File: config.mk
export PLATFORM = sky130hd
export DESIGN_NAME = modbus_rtu_holding_register_slave
export DESIGN_NICKNAME = d
export VERILOG_FILES = /design/src/rtl/core/mbrtu_pkg.sv /design/src/rtl/core/mbrtu_front.sv /design/src/rtl/core/mbrtu_back.sv /design/src/rtl/core/modbus_rtu_holding_register_slave.sv
export SDC_FILE = /design/constraint.sdc
export NUM_CORES = 2
export LEC_CHECK = 0
export ABC_AREA = 1
export BUFFER_PORTS_ARGS = -buffer_cell sky130_fd_sc_hd__buf_2
export CAP_MARGIN = 5
export CORE_AREA = 4 4 324 326
export CTS_CLUSTER_DIAMETER = 30
export CTS_CLUSTER_SIZE = 24
export DETAILED_ROUTE_END_ITERATION = 6
export DIE_AREA = 0 0 328 330
export PLACE_DENSITY = 0.73
export SLEW_MARGIN = 20
export SYNTH_ARGS = -nofsm -noshare
export SYNTH_HDL_FRONTEND = slang
export SYNTH_SLANG_ARGS = --single-unit
File: constraint.sdc
create_clock -name clk_i -period 4.15 [get_ports clk_i]
set_input_delay 0.83 -clock clk_i [delete_from_list [all_inputs] [get_ports clk_i]]
set_output_delay 0.83 -clock clk_i [all_outputs]
set_load 0.02 [all_outputs]
File: src/rtl/core/mbrtu_pkg.sv
// Package with shared types, constants and helpers for the Modbus RTU holding-register slave.
`default_nettype none
package mbrtu_pkg;
  localparam int unsigned HoldingRegCount = 64;
  localparam int unsigned MaxReadWords = 29;
  localparam logic [7:0] StationReset = 8'd1;
  localparam logic [7:0] FuncRead = 8'h03;
  localparam logic [7:0] FuncWrite = 8'h06;
  localparam logic [8:0] RequestLen = 9'd8;
  localparam logic [8:0] FrameLenMax = 9'd511;
  localparam logic [15:0] CrcInit = 16'hFFFF;
  localparam logic [15:0] CrcPoly = 16'hA001;

  typedef struct packed {
    logic [7:0] rx_byte;
    logic       end_of_frame;
  } rx_req_t;

  typedef struct packed {
    logic [7:0] tx_byte;
    logic       last_byte;
  } tx_req_t;

  typedef struct packed {
    logic        is_write;
    logic [7:0]  addr;
    logic [7:0]  func;
    logic [15:0] start;
    logic [15:0] count;
  } cmd_t;

  function automatic logic [15:0] crc_bit(input logic [15:0] crc);
    crc_bit = crc[0] ? ((crc >> 1) ^ CrcPoly) : (crc >> 1);
  endfunction

  function automatic logic [15:0] reg_reset(input int unsigned idx);
    case (idx)
      0: reg_reset = 16'd1;
      1: reg_reset = 16'd3;
      3: reg_reset = 16'd10;
      4: reg_reset = 16'd1000;
      default: reg_reset = 16'd0;
    endcase
  endfunction
endpackage
`default_nettype wire

File: src/rtl/core/mbrtu_front.sv
// Front end: collects frame bytes, runs the bit-serial CRC and classifies good requests.
`default_nettype none
module mbrtu_front #(
  parameter int unsigned HOLDING_REG_COUNT = mbrtu_pkg::HoldingRegCount,
  parameter int unsigned MAX_READ_WORDS = mbrtu_pkg::MaxReadWords
) (
  input  wire logic              clk_i,
  input  wire logic              rst_ni,
  input  wire logic [7:0]        station_i,
  input  wire logic              push,
  output logic                   full,
  input  wire mbrtu_pkg::rx_req_t rx_i,
  output logic                   cmd_valid_o,
  input  wire logic              cmd_ready_i,
  output mbrtu_pkg::cmd_t        cmd_o
);
  logic [7:0]  hdr_q [6];
  logic [8:0]  len_q;
  logic [15:0] crc_q;
  logic [2:0]  bit_q;
  logic        busy_q, eof_q;
  logic        cmd_valid_q;
  mbrtu_pkg::cmd_t cmd_q;

  logic [15:0] start_w, count_w;
  logic [16:0] end_w;
  logic        good_w, wr_ok, rd_ok;

  assign full = busy_q || cmd_valid_q;
  assign cmd_valid_o = cmd_valid_q;
  assign cmd_o = cmd_q;

  assign start_w = {hdr_q[2], hdr_q[3]};
  assign count_w = {hdr_q[4], hdr_q[5]};
  assign end_w = {1'b0, start_w} + {1'b0, count_w};
  assign good_w = (len_q == mbrtu_pkg::RequestLen) && (mbrtu_pkg::crc_bit(crc_q) == 16'd0)
                  && (hdr_q[0] == station_i);
  assign wr_ok = (hdr_q[1] == mbrtu_pkg::FuncWrite) && (start_w < 16'(HOLDING_REG_COUNT));
  assign rd_ok = (hdr_q[1] == mbrtu_pkg::FuncRead) && (count_w <= 16'(MAX_READ_WORDS))
                 && (end_w <= 17'(HOLDING_REG_COUNT));

  always_ff @(posedge clk_i or negedge rst_ni) begin
    if (!rst_ni) begin
      for (int i = 0; i < 6; i++) hdr_q[i] <= 8'd0;
      len_q <= 9'd0;
      crc_q <= mbrtu_pkg::CrcInit;
      bit_q <= 3'd0;
      busy_q <= 1'b0;
      eof_q <= 1'b0;
      cmd_valid_q <= 1'b0;
      cmd_q <= '0;
    end else begin
      if (cmd_valid_q && cmd_ready_i) cmd_valid_q <= 1'b0;
      if (push && !full) begin
        if (len_q < 9'd6) hdr_q[len_q[2:0]] <= rx_i.rx_byte;
        if (len_q < mbrtu_pkg::FrameLenMax) len_q <= len_q + 9'd1;
        crc_q <= crc_q ^ {8'd0, rx_i.rx_byte};
        bit_q <= 3'd0;
        busy_q <= 1'b1;
        eof_q <= rx_i.end_of_frame;
      end else if (busy_q) begin
        bit_q <= bit_q + 3'd1;
        if (bit_q == 3'd7) begin
          busy_q <= 1'b0;
          if (eof_q) begin
            if (good_w && (wr_ok || rd_ok)) begin
              cmd_valid_q <= 1'b1;
              cmd_q <= '{is_write: wr_ok, addr: hdr_q[0], func: hdr_q[1],
                         start: start_w, count: count_w};
            end
            for (int i = 0; i < 6; i++) hdr_q[i] <= 8'd0;
            len_q <= 9'd0;
            crc_q <= mbrtu_pkg::CrcInit;
          end else begin
            crc_q <= mbrtu_pkg::crc_bit(crc_q);
          end
        end else begin
          crc_q <= mbrtu_pkg::crc_bit(crc_q);
        end
      end
    end
  end

  assert property (@(posedge clk_i) disable iff (!rst_ni)
    (cmd_valid_q && !cmd_ready_i) |=> cmd_valid_q && $stable(cmd_q))
    else $error("command changed while stalled");
  assert property (@(posedge clk_i) disable iff (!rst_ni)
    (push && !full) |=> busy_q)
    else $error("accepted byte not in progress");
  assert property (@(posedge clk_i) disable iff (!rst_ni)
    $rose(cmd_valid_q) |-> $past(busy_q) && $past(bit_q) == 3'd7)
    else $error("command without finished byte");
endmodule
`default_nettype wire

File: src/rtl/core/mbrtu_back.sv
// Back end: holds the register file, executes commands and streams response bytes.
`default_nettype none
module mbrtu_back #(
  parameter int unsigned HOLDING_REG_COUNT = mbrtu_pkg::HoldingRegCount
) (
  input  wire logic            clk_i,
  input  wire logic            rst_ni,
  input  wire logic            cmd_valid_i,
  output logic                 cmd_ready_o,
  input  wire mbrtu_pkg::cmd_t cmd_i,
  output logic                 empty,
  input  wire logic            pop,
  output mbrtu_pkg::tx_req_t   tx_o
);
  localparam int unsigned AW = $clog2(HOLDING_REG_COUNT);

  typedef enum logic [2:0] {
    StIdle, StHead, StWordHi, StWordLo, StCrcLo, StCrcHi
  } state_e;

  state_e          state_q;
  mbrtu_pkg::cmd_t cmd_q;
  logic [15:0]     regs_q [HOLDING_REG_COUNT];
  logic [2:0]      idx_q;
  logic [15:0]     left_q;
  logic [AW-1:0]   ptr_q;
  logic [15:0]     crc_q;
  logic [15:0]     word_q;
  logic [3:0]      cbit_q;
  logic            crc_busy_q;
  logic            out_valid_q;
  mbrtu_pkg::tx_req_t out_q;
  logic [AW-1:0]   init_q;
  logic            init_busy_q;
  logic [7:0]      byte_w;
  logic            can_emit;
  logic            emit_w;
  logic            mem_we, mem_re;
  logic [AW-1:0]   mem_waddr, mem_raddr;
  logic [15:0]     mem_wdata;

  assign empty = !out_valid_q;
  assign tx_o = out_q;
  assign cmd_ready_o = (state_q == StIdle) && !init_busy_q;
  assign can_emit = (!out_valid_q || pop) && !crc_busy_q;
  assign emit_w = can_emit && (state_q != StIdle);

  assign mem_we = init_busy_q || (cmd_valid_i && cmd_ready_o && cmd_i.is_write);
  assign mem_waddr = init_busy_q ? init_q : cmd_i.start[AW-1:0];
  assign mem_wdata = init_busy_q ? mbrtu_pkg::reg_reset(32'(init_q)) : cmd_i.count;
  assign mem_re = can_emit && (((state_q == StHead) && !cmd_q.is_write && (idx_q == 3'd2)
                                && (left_q != 16'd0))
                               || ((state_q == StWordLo) && (left_q != 16'd1)));
  assign mem_raddr = (state_q == StWordLo) ? ptr_q + AW'(1) : ptr_q;

  always_comb begin
    byte_w = 8'd0;
    if (cmd_q.is_write) begin
      case (idx_q)
        3'd0: byte_w = cmd_q.addr;
        3'd1: byte_w = cmd_q.func;
        3'd2: byte_w = cmd_q.start[15:8];
        3'd3: byte_w = cmd_q.start[7:0];
        3'd4: byte_w = cmd_q.count[15:8];
        default: byte_w = cmd_q.count[7:0];
      endcase
    end else begin
      case (idx_q)
        3'd0: byte_w = cmd_q.addr;
        3'd1: byte_w = cmd_q.func;
        default: byte_w = {cmd_q.count[6:0], 1'b0};
      endcase
    end
  end

  always_ff @(posedge clk_i) begin
    if (mem_we) regs_q[mem_waddr] <= mem_wdata;
    if (mem_re) word_q <= regs_q[mem_raddr];
  end

  always_ff @(posedge clk_i or negedge rst_ni) begin
    if (!rst_ni) begin
      state_q <= StIdle;
      out_valid_q <= 1'b0;
      out_q <= '0;
      crc_busy_q <= 1'b0;
      cbit_q <= 4'd0;
      crc_q <= mbrtu_pkg::CrcInit;
      cmd_q <= '0;
      idx_q <= 3'd0;
      left_q <= 16'd0;
      ptr_q <= '0;
      init_q <= '0;
      init_busy_q <= 1'b1;
    end else begin
      if (init_busy_q) begin
        init_q <= init_q + AW'(1);
        if (init_q == AW'(HOLDING_REG_COUNT - 1)) init_busy_q <= 1'b0;
      end
      if (out_valid_q && pop && !emit_w) out_valid_q <= 1'b0;
      if (crc_busy_q) begin
        crc_q <= mbrtu_pkg::crc_bit(crc_q);
        cbit_q <= cbit_q + 4'd1;
        if (cbit_q == 4'd7) crc_busy_q <= 1'b0;
      end
      case (state_q)
        StIdle: begin
          if (cmd_valid_i && !init_busy_q) begin
            cmd_q <= cmd_i;
            idx_q <= 3'd0;
            left_q <= cmd_i.count;
            ptr_q <= cmd_i.start[AW-1:0];
            crc_q <= mbrtu_pkg::CrcInit;
            state_q <= StHead;
          end
        end
        StHead: begin
          if (can_emit) begin
            out_valid_q <= 1'b1;
            out_q <= '{tx_byte: byte_w, last_byte: 1'b0};
            crc_q <= crc_q ^ {8'd0, byte_w};
            crc_busy_q <= 1'b1;
            cbit_q <= 4'd0;
            idx_q <= idx_q + 3'd1;
            if ((cmd_q.is_write && idx_q == 3'd5) || (!cmd_q.is_write && idx_q == 3'd2)) begin
              if (cmd_q.is_write || left_q == 16'd0) state_q <= StCrcLo;
              else state_q <= StWordHi;
            end
          end
        end
        StWordHi: begin
          if (can_emit) begin
            out_valid_q <= 1'b1;
            out_q <= '{tx_byte: word_q[15:8], last_byte: 1'b0};
            crc_q <= crc_q ^ {8'd0, word_q[15:8]};
            crc_busy_q <= 1'b1;
            cbit_q <= 4'd0;
            state_q <= StWordLo;
          end
        end
        StWordLo: begin
          if (can_emit) begin
            out_valid_q <= 1'b1;
            out_q <= '{tx_byte: word_q[7:0], last_byte: 1'b0};
            crc_q <= crc_q ^ {8'd0, word_q[7:0]};
            crc_busy_q <= 1'b1;
            cbit_q <= 4'd0;
            left_q <= left_q - 16'd1;
            ptr_q <= ptr_q + AW'(1);
            if (left_q == 16'd1) state_q <= StCrcLo;
            else state_q <= StWordHi;
          end
        end
        StCrcLo: begin
          if (can_emit) begin
            out_valid_q <= 1'b1;
            out_q <= '{tx_byte: crc_q[7:0], last_byte: 1'b0};
            state_q <= StCrcHi;
          end
        end
        StCrcHi: begin
          if (can_emit) begin
            out_valid_q <= 1'b1;
            out_q <= '{tx_byte: crc_q[15:8], last_byte: 1'b1};
            state_q <= StIdle;
          end
        end
        default: state_q <= StIdle;
      endcase
    end
  end

  assert property (@(posedge clk_i) disable iff (!rst_ni)
    (out_valid_q && !pop) |=> out_valid_q && $stable(out_q))
    else $error("response byte lost while stalled");
  assert property (@(posedge clk_i) disable iff (!rst_ni)
    (state_q == StCrcHi && can_emit) |=> out_q.last_byte && state_q == StIdle)
    else $error("final byte not marked");
  assert property (@(posedge clk_i) disable iff (!rst_ni)
    crc_busy_q |-> state_q != StIdle)
    else $error("crc running while idle");
endmodule
`default_nettype wire

File: src/rtl/core/modbus_rtu_holding_register_slave.sv
// Top level of the Modbus RTU holding-register slave for function codes 03 and 06.
//   channel   direction  handshake          payload
//   request   in         push / full        rx_i (rx_byte, end_of_frame)
//   response  out        empty / pop        tx_o (tx_byte, last_byte)
//   config    in         cfg_valid/ready    cfg_data_i (station_address)
// Each received byte is loaded, then run through the bit-serial CRC while full stays high.
// Each response byte before the CRC is paced by the bit-serial response CRC; the two CRC
// bytes then follow one per cycle while the consumer keeps popping.
// Reset restores the station address at once; the register file then reloads its reset
// values in a pass over every register, and commands wait until that pass ends.
// A stalled response holds the back end; the front end holds full while its command waits.
`default_nettype none
module modbus_rtu_holding_register_slave #(
  parameter int unsigned HOLDING_REG_COUNT = mbrtu_pkg::HoldingRegCount,
  parameter int unsigned MAX_READ_WORDS = mbrtu_pkg::MaxReadWords
) (
  input  wire logic               clk_i,
  input  wire logic               rst_ni,
  input  wire logic               push,
  output logic                    full,
  input  wire mbrtu_pkg::rx_req_t rx_i,
  output logic                    empty,
  input  wire logic               pop,
  output mbrtu_pkg::tx_req_t      tx_o,
  input  wire logic               cfg_valid_i,
  output logic                    cfg_ready_o,
  input  wire logic [7:0]         cfg_data_i
);
  logic [7:0]      station_q;
  logic            cmd_valid, cmd_ready;
  mbrtu_pkg::cmd_t cmd;

  assign cfg_ready_o = 1'b1;

  always_ff @(posedge clk_i or negedge rst_ni) begin
    if (!rst_ni) station_q <= mbrtu_pkg::StationReset;
    else if (cfg_valid_i && cfg_ready_o) station_q <= cfg_data_i;
  end

  mbrtu_front #(.HOLDING_REG_COUNT(HOLDING_REG_COUNT), .MAX_READ_WORDS(MAX_READ_WORDS)) u_front (
    .clk_i, .rst_ni, .station_i(station_q), .push, .full, .rx_i,
    .cmd_valid_o(cmd_valid), .cmd_ready_i(cmd_ready), .cmd_o(cmd)
  );

  mbrtu_back #(.HOLDING_REG_COUNT(HOLDING_REG_COUNT)) u_back (
    .clk_i, .rst_ni, .cmd_valid_i(cmd_valid), .cmd_ready_o(cmd_ready), .cmd_i(cmd),
    .empty, .pop, .tx_o
  );
endmodule
`default_nettype wire
[Word level (Yosys, flattened, before mapping)]
Memories as Yosys holds them, arrays and structs flattened. A register that Yosys moved wholly into a read port is not among the register bits.
Index checks and enable logic that the tools add are counted.
Storage, ports and cells
  memories kept: 1
  bits in writable memories: 1024
  register bits after elaboration: 251
  output and inout port bits: 12
Memory list
  u_back.regs_q: depth 64, bits a word 16, read ports 1, clocked after memory_dff 1, write ports 1, line mbrtu_back.sv:23  | logic [15:0] regs_q [HOLDING_REG_COUNT];
Operators by class
  muxes and demuxes: 82
  add/subtract/negate cells: 8
  bitwise logic cells: 8
  equality and inequality tests: 31
  order comparisons: 7
  reduce and logical (&&, ||, !) cells: 59
Operators by type and width (count)
  48-bit two-way mux: 5
  16-bit two-way mux: 14
  9-bit two-way mux: 10
  16-bit one-hot mux with 4 select lines: 1
  16-bit by 8-bit XOR with 16-bit output: 4
  48-bit bitwise mux: 1
  9-bit one-hot mux with 5 select lines: 1
  10-bit one-hot mux with 4 select lines: 1
  8-bit one-hot mux with 5 select lines: 1
  3-bit two-way mux: 13
  16-bit logical NOT: 2
  16-bit one-hot mux with 2 select lines: 1
  8-bit demux with 3-bit select: 1
  6-bit two-way mux: 4
  1-bit logical AND: 23
  1-bit two-way mux: 20
  3-bit one-hot mux with 6 select lines: 1
  16-bit by 16-bit adder with 17-bit output: 1
  17-bit by 7-bit less-or-equal comparator with 1-bit output, second input constant: 1
  16-bit by 1-bit equality test with 1-bit output, second input constant: 1
  16-bit by 5-bit less-or-equal comparator with 1-bit output, second input constant: 1
  16-bit by 7-bit less-than comparator with 1-bit output, second input constant: 1
  8-bit two-way mux: 2
  16-bit by 1-bit != test with 1-bit output, second input constant: 1
  46 further kinds: 84

[Logic depth before layout (Yosys ltp)]
  depth after elaboration: 11
  depth in mapped cells: 17
  gate-level depth less buffers: 16

[By module]
Synthesis repeated with hierarchy kept, for this count alone.
Second synthesis, totals
  cell total of the unflattened synthesis: 5990
  area total of the unflattened synthesis: 59859.9 um2
By module, submodules not included
  mbrtu_back: cells each 4973, instances 1, sequential area each 34129.0 um2, area an instance 52352.7 um2
  mbrtu_front: cells each 981, instances 1, sequential area each 3223.1 um2, area an instance 7189.4 um2
  modbus_rtu_holding_register_slave: cells each 36, instances 1, sequential area each 201.4 um2, area an instance 317.8 um2

[Worst setup path before layout]
Ideal clock, no wire load.
  path type: register to register
  start point: register u_back.init_busy_q
  end point: memory u_back.regs_q[0][9] (data pin)
  clock period less this slack: 4.003 ns
  stages on the path, launching flop included: 4
  data arrival time: 3.302 ns
  required time: 3.448 ns
  path slack: 0.147 ns
  cell sequence: dfstp_2 > clkbuf_1 > clkbuf_1 > o21ai_0
Between the ends
  word-level cells in the longest chain between the ends: 1
Ends and longest elaborated chain
  start: declaration: line mbrtu_back.sv:34  | logic init_busy_q;
  start signal: assignment: line mbrtu_back.sv:94  | init_busy_q <= 1'b1;
  start signal: assignment: line mbrtu_back.sv:98  | if (init_q == AW'(HOLDING_REG_COUNT - 1)) init_busy_q <= 1'b0;
  16-bit two-way mux: line mbrtu_back.sv:50  | assign mem_wdata = init_busy_q ? mbrtu_pkg::reg_reset(32'(init_q)) : cmd_i.count;
  net u_back.mem_wdata[9]: line mbrtu_back.sv:40  | logic [15:0] mem_wdata;
  end: declaration: line mbrtu_back.sv:23
The timed path passes the listed nets, and every way through them passes these cells.

[Final worst setup path]
  start point: register u_back.state_q[2]
  end point: register u_back.word_q[8], read port of u_back.regs_q (data pin)
Between the ends
  word-level cells in the longest chain between the ends: 6
Ends and longest elaborated chain
  start: declaration: line mbrtu_back.sv:21  | state_e state_q;
  start signal: assignment: line mbrtu_back.sv:83  | state_q <= StIdle;
  start signal: assignment: line mbrtu_back.sv:114  | state_q <= StHead;
  start signal: assignment: line mbrtu_back.sv:126  | if (cmd_q.is_write || left_q == 16'd0) state_q <= StCrcLo;
  3-bit by 1-bit equality test with 1-bit output: line mbrtu_back.sv:51  | assign mem_re = can_emit && (((state_q == StHead) && !cmd_q.is_write && (idx_q == 3'd2)
  1-bit logical AND (2 in series): line mbrtu_back.sv:51
  1-bit logical AND: line mbrtu_back.sv:52  | && (left_q != 16'd0))
  1-bit logical OR: line mbrtu_back.sv:53  | || ((state_q == StWordLo) && (left_q != 16'd1)));
  1-bit logical AND: line mbrtu_back.sv:51
  end: declaration: line mbrtu_back.sv:28  | logic [15:0] word_q;
Several ways; a longest one is shown, not always the timed one.
A chain may end at the register's enable or synchronous reset.

==> reports/summary.md <==
Summed over all nets, the switching power comes to 20140 uW. Counting along the longest clock path gives a buffer depth of 3. Final number of hold-violating endpoints: 0. The largest total area in the synthesized netlist belongs to sky130_fd_sc_hd__edfxtp_1. The setup path with the least slack is of type flop to flop. The run gives 0.5498 as the initial cell density of the core.

Measured along the x axis, the die boundary spans 328 um. The number of global-route vias before repair is 40.34k, and the routing usage on met3 is 0.06235. For the number of nets in the final layout, the log shows 5529.

The logs give 2 for the initial antenna violation count and 92.88 mm for the sum of net half-perimeters after detailed placement. The library cell used most frequently in the layout, excluding fill and tap cells, is sky130_fd_sc_hd__nand2_1. The logs give 101700 um2 for the area of the placeable core and 233 for the CTS buffer count. The flow ran to the end, but the final reports show violations. The clock latency reported for the late side of the worst-skew pair was 820 ps. Along the worst path, the maximum fanout reaches 50.

The count of routing violations after the opening detailed-route iteration is 6171, and the relative contribution of combinational cells to total power is 0.344. Setup repair after global routing left no endpoint under its margin. The number of placed instances, taps included is 6605.

met2 is the most crowded layer. The tightest slew margin relative to the limit was 0.3063. For the number of hold buffers added after CTS, the log shows 0.

Subtracting the final worst setup slack from the clock period gives 3620 ps. The cell count after synthesis came out at 5319. The detailed-routing iteration count for the pre-antenna-repair pass is 7. The class of the tightest hold or removal check was primary input to async pin. The final-layout fill cell count is 7377. The fraction of layout instances using a drive strength above 1 is 0.1167. The top cell types in the final layout, fill and taps aside, are 1369 x sky130_fd_sc_hd__nand2_1, 1040 x sky130_fd_sc_hd__edfxtp_1, 619 x sky130_fd_sc_hd__nor2_1, 534 x sky130_fd_sc_hd__nand3_1, 346 x sky130_fd_sc_hd__o21ai_0.

For the pin with the worst max-slew slack, the measured transition is 1030 ps. Counting every sink on the clock net gives 1291. Max-cap violations in this run came to 0. From synthesis to final layout, the design area changed by 18.62%. The power density normalized to cell area is 797.2 nW/um2, and the row count is 117. Timing would allow up to 0.2762 GHz. Summed over all failing endpoints, the final setup total negative slack is 0 ps. Share of synthesized registers carrying an async set or reset: 0.1944.

In the final routed layout, each cell accounts on average for 22.51 um. The congestion estimate from routability-driven global placement came to 0.9349. For the count of different cell masters after synthesis, the log shows 49. The run gives 0.288 as the power share of the sequential group. In this run, synthesis inferred 1040 flip-flops with an integrated enable.

The maximum number of pins on one net before global-route repair was 117; the flop and latch count out of synthesis was 1291. Among all flip-flop cells after synthesis, the most frequent one is sky130_fd_sc_hd__edfxtp_1. The detailed router placed 41.66k vias in this run. In this run the number of H-tree levels came out at 4. Number of top-level design ports: 34. The tools report the number of cells in the finished layout apart from fillers as 7044. Across the whole layout, storage elements account for 37550 um2.

Across the routed clock network, the largest skew measured is 46.73 ps. Switching fraction of total power: 0.3807. Dividing the synthesized area by the synthesized cell count gives 10.52 um2.

Setup violations remaining at the end of the flow were counted as 0. Number of gates resized after cts: 0. The portion of the clock cycle consumed by the worst path in the final layout came out at 0.8723. For this run, design rule violations remaining after detail routing come to 13.

STA classifies the critical path startpoint as a flop. For the sequential cell area fraction in the yosys report, the log shows 0.6713. TritonCTS built the clock tree. Fraction of synthesized cell area taken by the top area cell type: 0.5583. For the worst setup path, the data arrival time is 4150 ps. For this run, the number of Yosys warnings is 0.

The internal power of the cells totals 32760 uW. The floorplan die area is 108200 um2, and the number of max-slew violations in the final report is 0. The root buffer cell was sky130_fd_sc_hd__clkbuf_16. Ranked by total cell area, the synthesized netlist is headed by sky130_fd_sc_hd__edfxtp_1 56%, sky130_fd_sc_hd__dfrtp_1 9.7%, sky130_fd_sc_hd__nand2_1 9.2%.

The checks that failed: DRC. Across all hold checks on the routed design, the worst slack comes to 91.28 ps. STA classifies the critical path endpoint as a flop. For the worst setup path, the data required time is 4680 ps.

In this run the vertical extent of the chip is 330 um. The analysis attributes to cell leakage a power of 0.02496 uW. Post-CTS timing repair inserted 0 buffers for setup. For the met1 track demand over resource in global routing, the log shows 0.3926. Clock-pin slew was measured on the worst setup and hold paths at 50 ps. For this block, the routed nets add up to 158.6 mm of wire.

The logs give 0 for the overflow left after global routing and 0.6941 mV for the largest voltage drop on the vdd net. After synthesis the cells add up to 55940 um2. Using the TritonRoute via totals, the vias-per-cell ratio works out to 5.914. The run gives 0.368 as the clock power share. The run gives 0.2913 as the total routing usage reported by global routing. The logs give 0.4535 for the met2 track demand over resource in global routing and 240.2 mm for the global-route wire length before repair. Once detail routing completed, the nets flagged for antenna violations numbered 0. Counting every net in the synthesized netlist gives 5374. The count of buffers added on input and output ports is 32. The area of combinational cells with multiple inputs was 15790 um2.
[worst max-delay path, cell delays in order (launching register included)]
cell,delay [ps]
sky130_fd_sc_hd__dfrtp_1,550
sky130_fd_sc_hd__nor2_4,420
sky130_fd_sc_hd__buf_4,300
sky130_fd_sc_hd__o21ai_4,140
sky130_fd_sc_hd__inv_4,90
sky130_fd_sc_hd__buf_4,600
sky130_fd_sc_hd__buf_4,400
sky130_fd_sc_hd__nand3_1,140
sky130_fd_sc_hd__nand3_1,110
sky130_fd_sc_hd__nand3_1,200
sky130_fd_sc_hd__nand3_1,270
sky130_fd_sc_hd__nand2_1,90
[path summary, 6_finish.rpt]
kind / depth (start not counted) / slack [ps] / start / to
worst max-delay path: 11 / 530 / u_back.state_q[2]$_DFFE_PN0P_ / u_back.word_q[8]$_DFFE_PP_
worst min-delay path: 1 / 90 / rst_ni / u_back.idx_q[0]$_DFFE_PN0P_
worst max register to register: 11 / 530 / u_back.state_q[2]$_DFFE_PN0P_ / u_back.word_q[8]$_DFFE_PP_
worst min register to register: 1 / 410 / u_back.init_q[5]$_DFFE_PN0P_ / u_back.init_busy_q$_DFF_PN1_
max in group asynchronous: 2 / 3060 / rst_ni / u_front.crc_q[15]$_DFFE_PN1P_
min in group clk_i: 3 / 260 / rx_i[0] / u_front.eof_q$_DFFE_PN0P_
[registers in the layout, summed over array words and instances, names as in the netlist, 3 cells and up]
signal and cells:
u_front.count_w 16, u_back.tx_o 9, u_back.ptr_q 6, u_back.idx_q 3
u_back.regs_q 1024, u_front.crc_q 16, u_front.len_q 9, u_back.word_q 16
u_back.state_q 3, u_front.hdr_q 32, u_back.crc_q 16, u_front.bit_q 3
u_back.left_q 16, u_back.init_q 6, u_front.cmd_o 49, station_q 8
u_back.cmd_q 49, u_back.cbit_q 4
[cells in the mapped netlist (2+ instances only)]
| cell type | count |
|---|---|
| sky130_fd_sc_hd__a31oi_1 | 10 |
| sky130_fd_sc_hd__or2_2 | 3 |
| sky130_fd_sc_hd__buf_2 | 126 |
| sky130_fd_sc_hd__buf_1 | 14 |
| sky130_fd_sc_hd__buf_6 | 26 |
| sky130_fd_sc_hd__a22oi_1 | 10 |
| sky130_fd_sc_hd__dfrtp_1 | 217 |
| sky130_fd_sc_hd__o21ai_0 | 354 |
| sky130_fd_sc_hd__nand4_1 | 16 |
| sky130_fd_sc_hd__nand2_2 | 5 |
| sky130_fd_sc_hd__edfxtp_1 | 1040 |
| sky130_fd_sc_hd__xnor2_1 | 9 |
| sky130_fd_sc_hd__o221ai_1 | 7 |
| sky130_fd_sc_hd__inv_2 | 6 |
| sky130_fd_sc_hd__nor4_1 | 4 |
| sky130_fd_sc_hd__o211ai_1 | 150 |
| sky130_fd_sc_hd__nor2_1 | 628 |
| sky130_fd_sc_hd__clkinv_1 | 3 |
| sky130_fd_sc_hd__o31ai_1 | 2 |
| sky130_fd_sc_hd__ha_1 | 32 |
| sky130_fd_sc_hd__nor2_2 | 5 |
| sky130_fd_sc_hd__a21oi_1 | 80 |
| sky130_fd_sc_hd__nand3_1 | 534 |
| sky130_fd_sc_hd__nor3_1 | 21 |
| sky130_fd_sc_hd__buf_4 | 12 |
| sky130_fd_sc_hd__dfstp_2 | 34 |
| sky130_fd_sc_hd__a211oi_1 | 10 |
| sky130_fd_sc_hd__clkbuf_1 | 93 |
| sky130_fd_sc_hd__a221oi_1 | 3 |
| sky130_fd_sc_hd__clkbuf_2 | 2 |
| sky130_fd_sc_hd__o21ai_1 | 17 |
| sky130_fd_sc_hd__nand2_1 | 1369 |
| sky130_fd_sc_hd__inv_1 | 344 |
| sky130_fd_sc_hd__a22o_1 | 3 |
| sky130_fd_sc_hd__o21ai_2 | 2 |
| sky130_fd_sc_hd__xor2_1 | 24 |
| sky130_fd_sc_hd__mux2_2 | 4 |
| sky130_fd_sc_hd__o22ai_1 | 88 |
| sky130_fd_sc_hd__o2111ai_1 | 2 |
[power by group through the flow]
stage,Sequential (uW),Clock (uW),Combinational (uW)
6_report,15200,19500,18200
5_1_grt,15300,20300,19800
4_1_cts,15200,19600,17900
3_5_place_dp,15400,0,17700
3_3_place_gp,15400,0,17400
2_1_floorplan,15200,0,12200
[routing by layer]
layer	up-vias	wire length [um]	share of wire
met4	0	7720	0.049
met3	447	16910	0.11
li1	18670	-	-
met2	2512	73310	0.46
met1	20030	60640	0.38
met5	-	0	0
[logic make-up after synthesis]
family,after synthesis,share of synthesized area
AND/OR/NAND/NOR,2588,0.1878
flip-flops,1291,0.6713
AO/OA/AOI/OAI,741,0.07755
buffers and inverters,628,0.04979
adder cells (fa/ha/maj),33,0.007516
XOR/XNOR,33,0.005167
multiplexers,4,0.0008052
other,1,0.00006704
[stage by stage]
| stage | instance area [um2] | setup slack, ps | utilization | total power, uW |
|---|---|---|---|---|
| floorplan | 55940 | 146.7 | - | 27470 |
| detailed placement | 58060 | 712.1 | 0.5706 | 33070 |
| CTS | 66290 | 649.6 | 0.6516 | 52690 |
| finish | 66350 | 530.0 | 0.6522 | 52900 |
| global placement | 58060 | 750.7 | 0.5706 | 32780 |
| global route | 66350 | 445.1 | 0.6521 | 55410 |
[layout make-up]
class	count	area share
Sequential cell	1291	0.5660
Multi-Input combinational cell	3400	0.2380
Clock buffer	275	0.09306
Clock inverter	160	0.03106
Inverter	353	0.02012
Antenna cell	2	0.00007543
Tap cell	1368	0.02580
Timing Repair Buffer	195	0.02595
(Power assumes the default switching activity.)
